### config.mk
export PLATFORM = sky130hd
export DESIGN_NAME = ahcb_ctrl
export DESIGN_NICKNAME = d
export VERILOG_FILES = /design/src/adaptive_hop_channel_blacklist_core_assert.svh /design/src/ahcb_pkg.sv /design/src/ahcb_ctrl.sv
export SDC_FILE = /design/constraint.sdc
export NUM_CORES = 1
export LEC_CHECK = 0
export BUFFER_PORTS_ARGS = -buffer_cell sky130_fd_sc_hd__buf_2
export CAP_MARGIN = 40
export CORE_UTILIZATION = 45
export CTS_BUF_LIST = sky130_fd_sc_hd__clkbuf_2 sky130_fd_sc_hd__clkbuf_4 sky130_fd_sc_hd__clkbuf_8
export DETAILED_ROUTE_END_ITERATION = 8
export PLACE_DENSITY = 0.7
export SYNTH_ARGS = -nofsm -noshare
export SYNTH_HDL_FRONTEND = slang
export SYNTH_SLANG_ARGS = --single-unit
### constraint.sdc
create_clock -name clk -period 4.14 [get_ports clk]
set_input_delay 0.414 -clock clk [delete_from_list [all_inputs] [get_ports clk]]
set_output_delay 0.414 -clock clk [all_outputs]
set_load 0.02 [all_outputs]
### src/adaptive_hop_channel_blacklist_core_assert.svh
// ---------------------------------------------------------------------------
// assertion macros for the channel blacklist core
// implication checks clocked on clk and held off during reset
// ---------------------------------------------------------------------------
`ifndef ADAPTIVE_HOP_CHANNEL_BLACKLIST_CORE_ASSERT_SVH
`define ADAPTIVE_HOP_CHANNEL_BLACKLIST_CORE_ASSERT_SVH

// consequent checked in the same cycle
`define AHCB_ASSERT_SAME(label, ante, cons) \
    label: assert property (@(posedge clk) disable iff (!rst_n) (ante) |-> (cons)) \
        else $error("ahcb assertion failed");

// consequent checked in the next cycle
`define AHCB_ASSERT_NEXT(label, ante, cons) \
    label: assert property (@(posedge clk) disable iff (!rst_n) (ante) |=> (cons)) \
        else $error("ahcb assertion failed");

`endif

### src/ahcb_pkg.sv
`timescale 1ns / 1ps
// ---------------------------------------------------------------------------
// ahcb_pkg
// shared types, constants and the fixed hop table of the blacklist core
// ---------------------------------------------------------------------------
package ahcb_pkg;

    localparam int NUM_CHANNELS = 128;
    localparam int CH_AW        = $clog2(NUM_CHANNELS);
    localparam int TABLE_LEN    = 16;

    // request codes
    localparam logic [2:0] FUNC_REC_TX  = 3'd0;
    localparam logic [2:0] FUNC_REC_CRC = 3'd1;
    localparam logic [2:0] FUNC_UPDATE  = 3'd2;
    localparam logic [2:0] FUNC_NEXT    = 3'd3;
    localparam logic [2:0] FUNC_QUERY   = 3'd4;

    // register indexes
    localparam logic [2:0] REG_INTERVAL = 3'd0;
    localparam logic [2:0] REG_BL_TH    = 3'd1;
    localparam logic [2:0] REG_REC_TH   = 3'd2;
    localparam logic [2:0] REG_MIN_ACT  = 3'd3;
    localparam logic [2:0] REG_TIMEOUT  = 3'd4;

    localparam logic [6:0] PCT_FULL = 7'd100;

    typedef struct packed {
        logic [2:0]        func;
        logic [6:0]        channel;
        logic              acked;
        logic signed [7:0] rssi;
        logic [31:0]       now_ms;
    } req_t;

    typedef struct packed {
        logic [6:0]        hop_channel;
        logic [4:0]        list_len;
        logic              is_blacklisted;
        logic [6:0]        quality;
        logic signed [7:0] mean_rssi;
        logic              updated;
    } rsp_t;

    typedef struct packed {
        logic [15:0] interval;
        logic [6:0]  bl_th;
        logic [6:0]  rec_th;
        logic [4:0]  min_active;
        logic [19:0] tout;
    } cfg_t;

    // one row of per-channel statistics
    typedef struct packed {
        logic [15:0]        tx;
        logic [15:0]        ack;
        logic [15:0]        crc;
        logic signed [23:0] sum;
        logic [15:0]        cnt;
        logic [6:0]         loss;
        logic signed [7:0]  avg;
        logic               bl;
        logic [31:0]        stamp;
        logic [7:0]         rec;
    } row_t;

    localparam int ROW_W = $bits(row_t);

    localparam row_t ROW_RESET = '{tx: 16'd0, ack: 16'd0, crc: 16'd0, sum: 24'sd0,
                                   cnt: 16'd0, loss: 7'd0, avg: -8'sd50, bl: 1'b0,
                                   stamp: 32'd0, rec: 8'd0};

    typedef struct packed {
        logic             latch;
        logic             rd;
        logic             rd_req;
        logic [CH_AW-1:0] addr;
        logic             hop_step;
        logic             out;
        logic             rec_wr;
        logic             upd_start;
        logic             loss_start;
        logic             loss_latch;
        logic             avg_start;
        logic             ch_wr;
        logic             list_clr;
        logic             list_p1;
        logic             list_p2;
        logic             list_fix;
        logic [3:0]       tidx;
    } cmd_t;

    typedef struct packed {
        logic upd_due;
        logic div_done;
        logic len_lt_min;
    } sts_t;

    function automatic logic [6:0] hop_table(input logic [3:0] idx);
        logic [6:0] c;
        unique case (idx)
            4'd0:    c = 7'd8;
            4'd1:    c = 7'd13;
            4'd2:    c = 7'd18;
            4'd3:    c = 7'd33;
            4'd4:    c = 7'd38;
            4'd5:    c = 7'd43;
            4'd6:    c = 7'd58;
            4'd7:    c = 7'd63;
            4'd8:    c = 7'd10;
            4'd9:    c = 7'd15;
            4'd10:   c = 7'd35;
            4'd11:   c = 7'd40;
            4'd12:   c = 7'd60;
            4'd13:   c = 7'd65;
            4'd14:   c = 7'd70;
            4'd15:   c = 7'd75;
            default: c = 7'd8;
        endcase
        return c;
    endfunction

endpackage

### src/ahcb_ctrl.sv
`timescale 1ns / 1ps
// ---------------------------------------------------------------------------
// ahcb_ctrl
// sequencer for requests, the per-channel update pass and the list rebuild
// ---------------------------------------------------------------------------
module ahcb_ctrl (
    input  logic                clk,
    input  logic                rst_n,
    input  logic                start,
    input  logic [2:0]          func,
    input  ahcb_pkg::sts_t      sts,
    output ahcb_pkg::cmd_t      cmd,
    output logic                busy
);

    localparam logic [3:0] S_IDLE  = 4'd0;
    localparam logic [3:0] S_RD    = 4'd1;
    localparam logic [3:0] S_FIN   = 4'd2;
    localparam logic [3:0] S_UCHK  = 4'd3;
    localparam logic [3:0] S_CRD   = 4'd4;
    localparam logic [3:0] S_CLOSS = 4'd5;
    localparam logic [3:0] S_CLW   = 4'd6;
    localparam logic [3:0] S_CAVG  = 4'd7;
    localparam logic [3:0] S_CAW   = 4'd8;
    localparam logic [3:0] S_CWR   = 4'd9;
    localparam logic [3:0] S_TCLR  = 4'd10;
    localparam logic [3:0] S_T1RD  = 4'd11;
    localparam logic [3:0] S_T1    = 4'd12;
    localparam logic [3:0] S_T2RD  = 4'd13;
    localparam logic [3:0] S_T2    = 4'd14;
    localparam logic [3:0] S_FIX   = 4'd15;

    localparam logic [ahcb_pkg::CH_AW-1:0] CH_LAST =
        ahcb_pkg::CH_AW'(ahcb_pkg::NUM_CHANNELS - 1);

    logic [3:0]                  state_reg, state_next;
    logic [2:0]                  func_reg, func_next;
    logic [ahcb_pkg::CH_AW-1:0]  chan_reg, chan_next;
    logic [3:0]                  tidx_reg, tidx_next;
    logic [ahcb_pkg::CH_AW-1:0]  tab_addr;

    assign tab_addr = ahcb_pkg::CH_AW'(ahcb_pkg::hop_table(tidx_reg));

    always_ff @(posedge clk or negedge rst_n)
    begin
        if (!rst_n)
        begin
            state_reg <= S_IDLE;
            func_reg  <= ahcb_pkg::FUNC_QUERY;
            chan_reg  <= '0;
            tidx_reg  <= '0;
        end
        else
        begin
            state_reg <= state_next;
            func_reg  <= func_next;
            chan_reg  <= chan_next;
            tidx_reg  <= tidx_next;
        end
    end

    always_comb
    begin
        state_next = state_reg;
        func_next  = func_reg;
        chan_next  = chan_reg;
        tidx_next  = tidx_reg;
        cmd        = '0;
        cmd.tidx   = tidx_reg;
        cmd.addr   = chan_reg;
        unique case (state_reg)
            S_IDLE:
            begin
                if (start)
                begin
                    cmd.latch = 1'b1;
                    func_next = func;
                    state_next = (func == ahcb_pkg::FUNC_UPDATE) ? S_UCHK : S_RD;
                end
            end
            S_RD:
            begin
                cmd.rd       = 1'b1;
                cmd.rd_req   = 1'b1;
                cmd.hop_step = (func_reg == ahcb_pkg::FUNC_NEXT);
                state_next   = S_FIN;
            end
            S_FIN:
            begin
                cmd.out    = 1'b1;
                cmd.rec_wr = (func_reg == ahcb_pkg::FUNC_REC_TX) ||
                             (func_reg == ahcb_pkg::FUNC_REC_CRC);
                state_next = S_IDLE;
            end
            S_UCHK:
            begin
                if (sts.upd_due)
                begin
                    cmd.upd_start = 1'b1;
                    chan_next     = '0;
                    state_next    = S_CRD;
                end
                else
                begin
                    state_next = S_RD;
                end
            end
            S_CRD:
            begin
                cmd.rd     = 1'b1;
                state_next = S_CLOSS;
            end
            S_CLOSS:
            begin
                cmd.loss_start = 1'b1;
                state_next     = S_CLW;
            end
            S_CLW:
            begin
                if (sts.div_done)
                begin
                    cmd.loss_latch = 1'b1;
                    state_next     = S_CAVG;
                end
            end
            S_CAVG:
            begin
                cmd.avg_start = 1'b1;
                state_next    = S_CAW;
            end
            S_CAW:
            begin
                if (sts.div_done)
                begin
                    state_next = S_CWR;
                end
            end
            S_CWR:
            begin
                cmd.ch_wr = 1'b1;
                if (chan_reg == CH_LAST)
                begin
                    state_next = S_TCLR;
                end
                else
                begin
                    chan_next  = chan_reg + 1'b1;
                    state_next = S_CRD;
                end
            end
            S_TCLR:
            begin
                cmd.list_clr = 1'b1;
                tidx_next    = '0;
                state_next   = S_T1RD;
            end
            S_T1RD:
            begin
                cmd.rd     = 1'b1;
                cmd.addr   = tab_addr;
                state_next = S_T1;
            end
            S_T1:
            begin
                cmd.list_p1 = 1'b1;
                cmd.addr    = tab_addr;
                tidx_next   = tidx_reg + 4'd1;
                state_next  = (tidx_reg == 4'd15) ? S_T2RD : S_T1RD;
            end
            S_T2RD:
            begin
                if (sts.len_lt_min)
                begin
                    cmd.rd     = 1'b1;
                    cmd.addr   = tab_addr;
                    state_next = S_T2;
                end
                else
                begin
                    state_next = S_FIX;
                end
            end
            S_T2:
            begin
                cmd.list_p2 = 1'b1;
                cmd.addr    = tab_addr;
                tidx_next   = tidx_reg + 4'd1;
                state_next  = (tidx_reg == 4'd15) ? S_FIX : S_T2RD;
            end
            S_FIX:
            begin
                cmd.list_fix = 1'b1;
                state_next   = S_RD;
            end
            default:
            begin
                state_next = S_IDLE;
            end
        endcase
    end

    assign busy = (state_reg != S_IDLE);

endmodule

[Word level (Yosys, flattened, before mapping)]
Memory sizes are Yosys's and may differ from the RTL's.
Cells that the tools add are included.
Word-level totals
  output and inout port bits: 27
  input bits: 9
  register bits after elaboration: 18
  logic and storage cells: 78
  ROM bits: 112
  memories: 1
Memories
  (name not given): depth 16, width 7, rd ports 1, clocked after Yosys merged registers in 0, write ports 0, RTL line ahcb_pkg.sv:101  | unique case (idx)
Cells by class
  equality and inequality tests: 25
  muxes and demuxes: 34
  reductions and logical operators: 12
  $add $sub $neg: 2
Operators by type and width (count)
  4-bit case mux with 16 select lines: 1
  4-bit == test, second input constant: 9
  7-bit case mux with 2 select lines: 2
  7-bit 2-to-1 mux: 3
  1-bit 2-to-1 mux: 17
  4-bit by 3-bit == test with 1-bit output, second input constant: 4
  4-bit 2-to-1 mux: 4
  2-bit != test, second input constant: 5
  4-bit by 2-bit == test with 1-bit output, second input constant: 2
  4-bit case mux with 2 select lines: 1
  7-bit by 1-bit adder with 7-bit output, second input constant: 1
  7-bit == test, second input constant: 1
  3-bit by 2-bit == test with 1-bit output, second input constant: 2
  2-bit 2-to-1 mux: 3
  3-bit 2-to-1 mux: 2
  3-bit AND reduction: 2
  3-bit OR reduction: 2
  4-bit by 1-bit adder with 4-bit output, second input constant: 1
  4-bit by 1-bit == test with 1-bit output, second input constant: 1
  4-bit logical NOT: 1
  2-bit nonzero test: 2
  4-bit nonzero test: 1
  3-bit by 1-bit == test with 1-bit output, second input constant: 1
  3-bit logical NOT: 1
  4 further kinds: 4

[Logic depth before layout (Yosys ltp)]
Gate-level depths: netlist (run 1).
  word-level depth: 4
  depth in mapped cells: 7
  mapped depth without buffers: 6

[Worst setup path after synthesis (run 1)]
No wires, ideal clock.
  path kind: flip-flop to output port
  start point: reg tidx_reg[0]
  end point: out cmd[19] in the netlist's numbering
  required time: 3.726 ns
  cell stages (with the launch flop): 5
  data arrival time: 1.855 ns
  path buffers: 0
  slack: 1.871 ns
  cell sequence: dfrtp_1 > inv_1 > ha_1 > mux4_2 > mux2i_1
RTL lines
  from (decl): RTL line ahcb_ctrl.sv:39  | logic [3:0] tidx_reg, tidx_next;
  from (signal assigned): RTL line ahcb_ctrl.sv:58  | tidx_reg <= tidx_next;
  to (decl): RTL line ahcb_ctrl.sv:12  | output ahcb_pkg::cmd_t cmd,

==> results.sh, run 1 <==
export IMPL_nets=220
export IMPL_arrival_ps=2220
export IMPL_worstSetupPathType="reg2out"
export IMPL_n_antenna_cell=0
export IMPL_coreArea_um2=3030
export IMPL_pre_cts_ws_ps=1850
export IMPL_start_util_pct=47.2
export IMPL_cts_hold_buf=0
export IMPL_place_congestion=0.835
export IMPL_ys_warnings_count=0
export IMPL_drt_drc_violations_left=0
export IMPL_layout_drive_gt1_share_pct=28.6
export IMPL_synth_nets=190
export IMPL_start_kind="flop"
export IMPL_post_cts_buffers=0
export IMPL_ys_async_sr_fraction_pct=100
export IMPL_synth_top_flop_cell="dfrtp_1"
export IMPL_met1Wirelength_um=1680
export IMPL_relSlewSlack_pct=61.9
export IMPL_die_h_um=58.4
export IMPL_status="finished clean"
export IMPL_p_leak_nw=0.776
export IMPL_ir_worst_vdd_v=0.000361
export IMPL_syn_area_per_cell_um2=8.22
export IMPL_fin_setup_tns_ps=0
export IMPL_crit_required_ps=3730
export IMPL_fin_crit_sh_pct=63.6
export IMPL_grt_pass1_vias=1220
export IMPL_clk_latency_ps=300
export IMPL_first_pass_iters=4
export IMPL_h_tree_depth=1
export IMPL_powerDensity_nw_per_um2=754
export IMPL_end_kind="output port"
export IMPL_p_total_mw=1.24
export IMPL_cp_slowest_cell="dfrtp_1"
export IMPL_track_usage_pct=21.2
export IMPL_cts_made_buffers=3
export IMPL_fin_ws_ps=1510
export IMPL_grt_pass1_wl_um=5580
export IMPL_worst_pin_slew_ps=571
export IMPL_drt_total_wl_um=3390
export IMPL_top_layer="met4"
export IMPL_hold_viol=0
export IMPL_timing_max_cap_violations=0
export IMPL_antenna_left=0
export IMPL_met2WireLength_um=1530
export IMPL_detailed_place_hpwl_um=2510
export IMPL_grt_antenna_before_repair=0
export IMPL_cts_tree="yes"
export IMPL_ys_seq_area_share_pct=31.6
export IMPL_power_frac_clock_pct=9.0
export IMPL_die_w_um=58.4
export IMPL_clkTransAtPathRegs_ps=110
export IMPL_crit_path_cell_trace="nor2b_1, nand2_1, a21oi_2, mux2_2, buf_2"
export IMPL_root_buffer="clkbuf_4"
export IMPL_rows=20
export IMPL_dieArea_um2=3410
export IMPL_drtIter0Drc=89
export IMPL_ys_ff_latch=18
export IMPL_vias_per_cell=5.45
export IMPL_max_freq_mhz=380
export IMPL_p_seq_share_pct=34.4
export IMPL_synth_cells=174
export IMPL_ioPinCount=36
export IMPL_hp_class="in2async"
export IMPL_clock_skew_ps=10.7
export IMPL_setup_viol=0
export IMPL_cts_resized_gates=0
export IMPL_port_buffers=35
export IMPL_grt_max_degree=22
export IMPL_min_period_ps=2630
export IMPL_met3_length_um=129
export IMPL_syn_area_um2=1430
export IMPL_largest_reg_flops=7
export IMPL_intPower_mw=0.607
export IMPL_switching_power_mw=0.628
export IMPL_clock_sinks=18
export IMPL_clock_path_buffers=2
export IMPL_grt_overflow_total=0
export IMPL_p_sw_share_pct=50.8
export IMPL_cpPeakStageDelay_ps=630
export IMPL_synth_edf_count=0
export IMPL_area_growth_pct=14.6
export IMPL_slew_viol_final=0
export IMPL_rsz0062_at_grt="false"
export IMPL_ys_types=42
export IMPL_pwr_share_comb_pct=56.6
export IMPL_critPathMaxFanout=17
export IMPL_via_count=1345
export IMPL_wl_per_cell_um=13.7
Yosys cell counts, types with 2 or more instances:
master,n,area (um2)
nand2b_1,4,25.0
ha_1,7,87.6
o22ai_1,3,18.8
nand2_1,18,67.6
nor2b_1,4,25.0
dfrtp_1,17,425
and2_1,2,12.5
nand3_1,9,45.0
nor4_1,2,12.5
nor3_1,2,10.0
o31ai_1,2,15.0
o32ai_1,2,17.5
mux2_2,11,124
nor2_1,17,63.8
o21ai_0,13,65.1
mux2i_1,3,30.0
buf_6,2,22.5
a21oi_1,12,60.1
clkbuf_1,6,22.5
a32o_1,2,20.0
inv_1,13,48.8
o211ai_1,3,22.5
final timing paths:
kind / endpoint / cells past startpoint / startpoint / slack [ps]
max: cmd[21] / 5 / state_reg[0] / 1510
min: chan_reg[1] / 1 / rst_n / 20
max reg2reg: chan_reg[5] / 5 / state_reg[2] / 2200
min reg2reg: func_reg[0] / 1 / func_reg[0] / 520
max in group asynchronous: func_reg[2] / 1 / rst_n / 3790
min in group clk: func_reg[0] / 2 / func[0] / 350
critical path, delay by kind of cell, from the launching register on:
family | cells | cell delay, ps
buffers and inverters | 1 | 160
multiplexers | 1 | 400
AO/OA/AOI/OAI | 1 | 380
AND/OR/NAND/NOR | 2 | 350
flip-flops | 1 | 630
logic make-up after synthesis:
logic type	after synthesis	synth area share, %
and+or+nand+nor	64	21.4
AOI/OAI and AO/OA	45	20.2
buffers and inverters	24	7.70
DFF	18	31.6
muxes	15	12.3
adders and majority gates	7	6.12
xor gates and xnor gates	1	0.613
final cells by class:
type / count / area, um2
Fill cell: 300 / 1390
Clock buffer: 4 / 36.3
Timing Repair Buffer: 35 / 175
Inverter: 14 / 52.6
Multi-Input combinational cell: 132 / 868
Sequential cell: 18 / 452
Tap cell: 44 / 55.1
power by group through the flow:
stage	registers [mW]	clock network (mW)	logic (mW)
after floorplan	0.342	0	0.603
after global placement	0.416	0	0.684
after detailed placement	0.425	0	0.696
after CTS	0.421	0.115	0.701
after global routing	0.444	0.123	0.773
final	0.424	0.111	0.699
cell usage in the layout, fill, tap and decap left out, drive strengths merged, types with 2 or more instances in the layout:
cell and n:
nand2b 4, o32ai 2, ha 7, nand2 18, a32o 2, buf 35, and2 2, inv 14
o31ai 2, o21ai 14, o22ai 3, a21oi 13, nor2 17, clkbuf 4, mux2 11, nor4 2
dfrtp 17, nor2b 4, nand3 9, nor3 2, or2 2, o211ai 4, mux2i 3
metal layers:
layer,global-route usage (%),vias to the layer above
met1,30.3,621
met3,1.98,5
met4,8.84,0
li1,-,674
met5,0,-
met2,33.2,45
through the flow:
stage | util [%] | hold slack [ps] | area [um2] | instances
global route | 54.1 | 38.5 | 1640 | 247
CTS | 54.1 | 32.1 | 1640 | 247
floorplan | - | 118 | 1430 | 174
global placement | 52.9 | 368 | 1600 | 243
finish | 54.1 | 21.6 | 1640 | 247
detailed placement | 52.9 | 375 | 1600 | 243
(Power assumes the default switching activity.)
==> run 2, diff against run 1 <==
clock period = 2.7 ns   (was 4.14 ns; I/O delays follow)
==> run 2 against run 1 <==
Sequential share of layout area shrank 0.29 points; core utilization grew 0.58 points; clock-buffer cell count is the same; hold slack gained 180 ps; critical path type unchanged; wire length grew 0.74%; via count shrank 0.37%; sequential power grew 46%.
==> results.sh, run 2 (synthesis results as in run 1) <==
export IMPL_rsz0062_at_grt="false"
export IMPL_port_buffers=35
export IMPL_clkTransAtPathRegs_ps=110
export IMPL_n_antenna_cell=0
export IMPL_hold_viol=0
export IMPL_utilization_pct=54.7
export IMPL_relSlewSlack_pct=63.8
export IMPL_grt_max_degree=19
export IMPL_grt_overflow_total=0
export IMPL_place_congestion=0.807
export IMPL_ioPinCount=36
export IMPL_stdcell_count=249
export IMPL_dieArea_um2=3410
export IMPL_p_leak_nw=0.785
export IMPL_hp_class="in2reg"
export IMPL_worstSetupPathType="reg2out"
export IMPL_detailed_place_hpwl_um=2550
export IMPL_start_util_pct=47.2
export IMPL_rows=20
export IMPL_hold_depth=2
export IMPL_track_usage_pct=20.9
export IMPL_die_w_um=58.4
export IMPL_slew_viol_final=0
export IMPL_end_kind="output port"
export IMPL_via_count=1340
export IMPL_cts_tree="yes"
export IMPL_antenna_left=0
export IMPL_layout_drive_gt1_share_pct=28.8
export IMPL_root_buffer="clkbuf_4"
export IMPL_fin_setup_tns_ps=0
export IMPL_worst_pin_slew_ps=540
export IMPL_timing_max_cap_violations=0
export IMPL_clock_skew_ps=5.34
export IMPL_cts_made_buffers=3
export IMPL_arrival_ps=2200
export IMPL_clk_latency_ps=300
export IMPL_coreArea_um2=3030
export IMPL_r2r_cells=6
export IMPL_ir_worst_vdd_v=0.000547
export IMPL_clock_sinks=18
export IMPL_grt_pass1_vias=1262
export IMPL_mostFrequentLayoutCell="buf_2"
export IMPL_first_pass_iters=4
export IMPL_drt_drc_violations_left=0
export IMPL_largest_reg_flops=7
export IMPL_die_h_um=58.4
export IMPL_powerDensity_nw_per_um2=1150
export IMPL_wl_per_cell_um=13.7
export IMPL_critPathMaxFanout=17
export IMPL_post_place_cells=244
export IMPL_drtIter0Drc=63
export IMPL_crit_required_ps=2430
export IMPL_cts_resized_gates=0
export IMPL_final_cell_mix="35 x buf_2, 18 x nand2_1, 17 x nor2_1, 17 x dfrtp_1"
export IMPL_max_freq_mhz=405
export IMPL_vias_per_cell=5.38
export IMPL_area_growth_pct=15.8
export IMPL_min_period_ps=2470
export IMPL_setup_viol=0
export IMPL_clock_path_buffers=2
export IMPL_drt_total_wl_um=3420
export IMPL_fin_crit_sh_pct=91.5
export IMPL_grt_antenna_before_repair=0
export IMPL_status="finished clean"
export IMPL_nets=222
export IMPL_start_kind="flop"
export IMPL_h_tree_depth=1
export IMPL_grt_pass1_wl_um=5510
-- run 2: cell types whose count changed in the layout (fill, tap and decap cells not counted), sizes merged --
cell,change
dlygate4sd3,+1
buf,+1
-- run 2: critical path, stage by stage, from the launching register on --
cell     delay [ps]
dfrtp_1         610
nor2b_1         260
nand2_1          90
a21oi_2         380
mux2_2          390
buf_2           160
-- run 2: through the flow --
| step | setup WS (ps) | power (mW) | hold WS (ps) | cell area (um2) |
|---|---|---|---|---|
| global route | 61.9 | 2.06 | 196 | 1660 |
| detailed placement | 541 | 1.73 | 230 | 1610 |
| CTS | 196 | 1.91 | 208 | 1660 |
| global placement | 654 | 1.70 | 222 | 1610 |
| finish | 229 | 1.91 | 205 | 1660 |
| floorplan | 575 | 1.45 | -25.6 | 1430 |
-- run 2: final cells by class --
cell class                 instances  area [um2]
clock buffer                       4        36.3
fill                             306        1370
inverter                          14        52.6
multi-input combinational        132         868
sequential                        18         452
tap                               44        55.1
timing repair buffer              37         193
-- run 2: final timing paths --
kind	startpoint	end	slack, ps
min	func[0]	func_reg[0]	210
max	state_reg[0]	cmd[20]	230
min in group asynchronous	rst_n	func_reg[0]	420
min reg2reg	func_reg[0]	func_reg[0]	520
max in group asynchronous	rst_n	func_reg[2]	1950
max reg2reg	state_reg[2]	chan_reg[5]	900
-- run 2: layer usage --
| layer | share of wire [%] | global-route usage (%) | up-vias |
|---|---|---|---|
| li1 | - | - | 671 |
| met1 | 49 | 28.2 | 621 |
| met2 | 45 | 34.5 | 41 |
| met3 | 4.3 | 2.20 | 7 |
| met4 | 1.7 | 8.16 | 0 |
| met5 | 0 | 0 | - |
-- run 2: repair_timing --
item / CTS / global route
hold buffers: 1 / 0
setup buffers: 0 / 0
hold endpoints to repair: 17 / 0
-- run 2: power by group --
| group | switching, mW | internal [mW] | total (mW) |
|---|---|---|---|
| Clock | 0.0897 | 0.0823 | 0.172 |
| Sequential | 0.224 | 0.393 | 0.617 |
| Combinational | 0.655 | 0.466 | 1.12 |
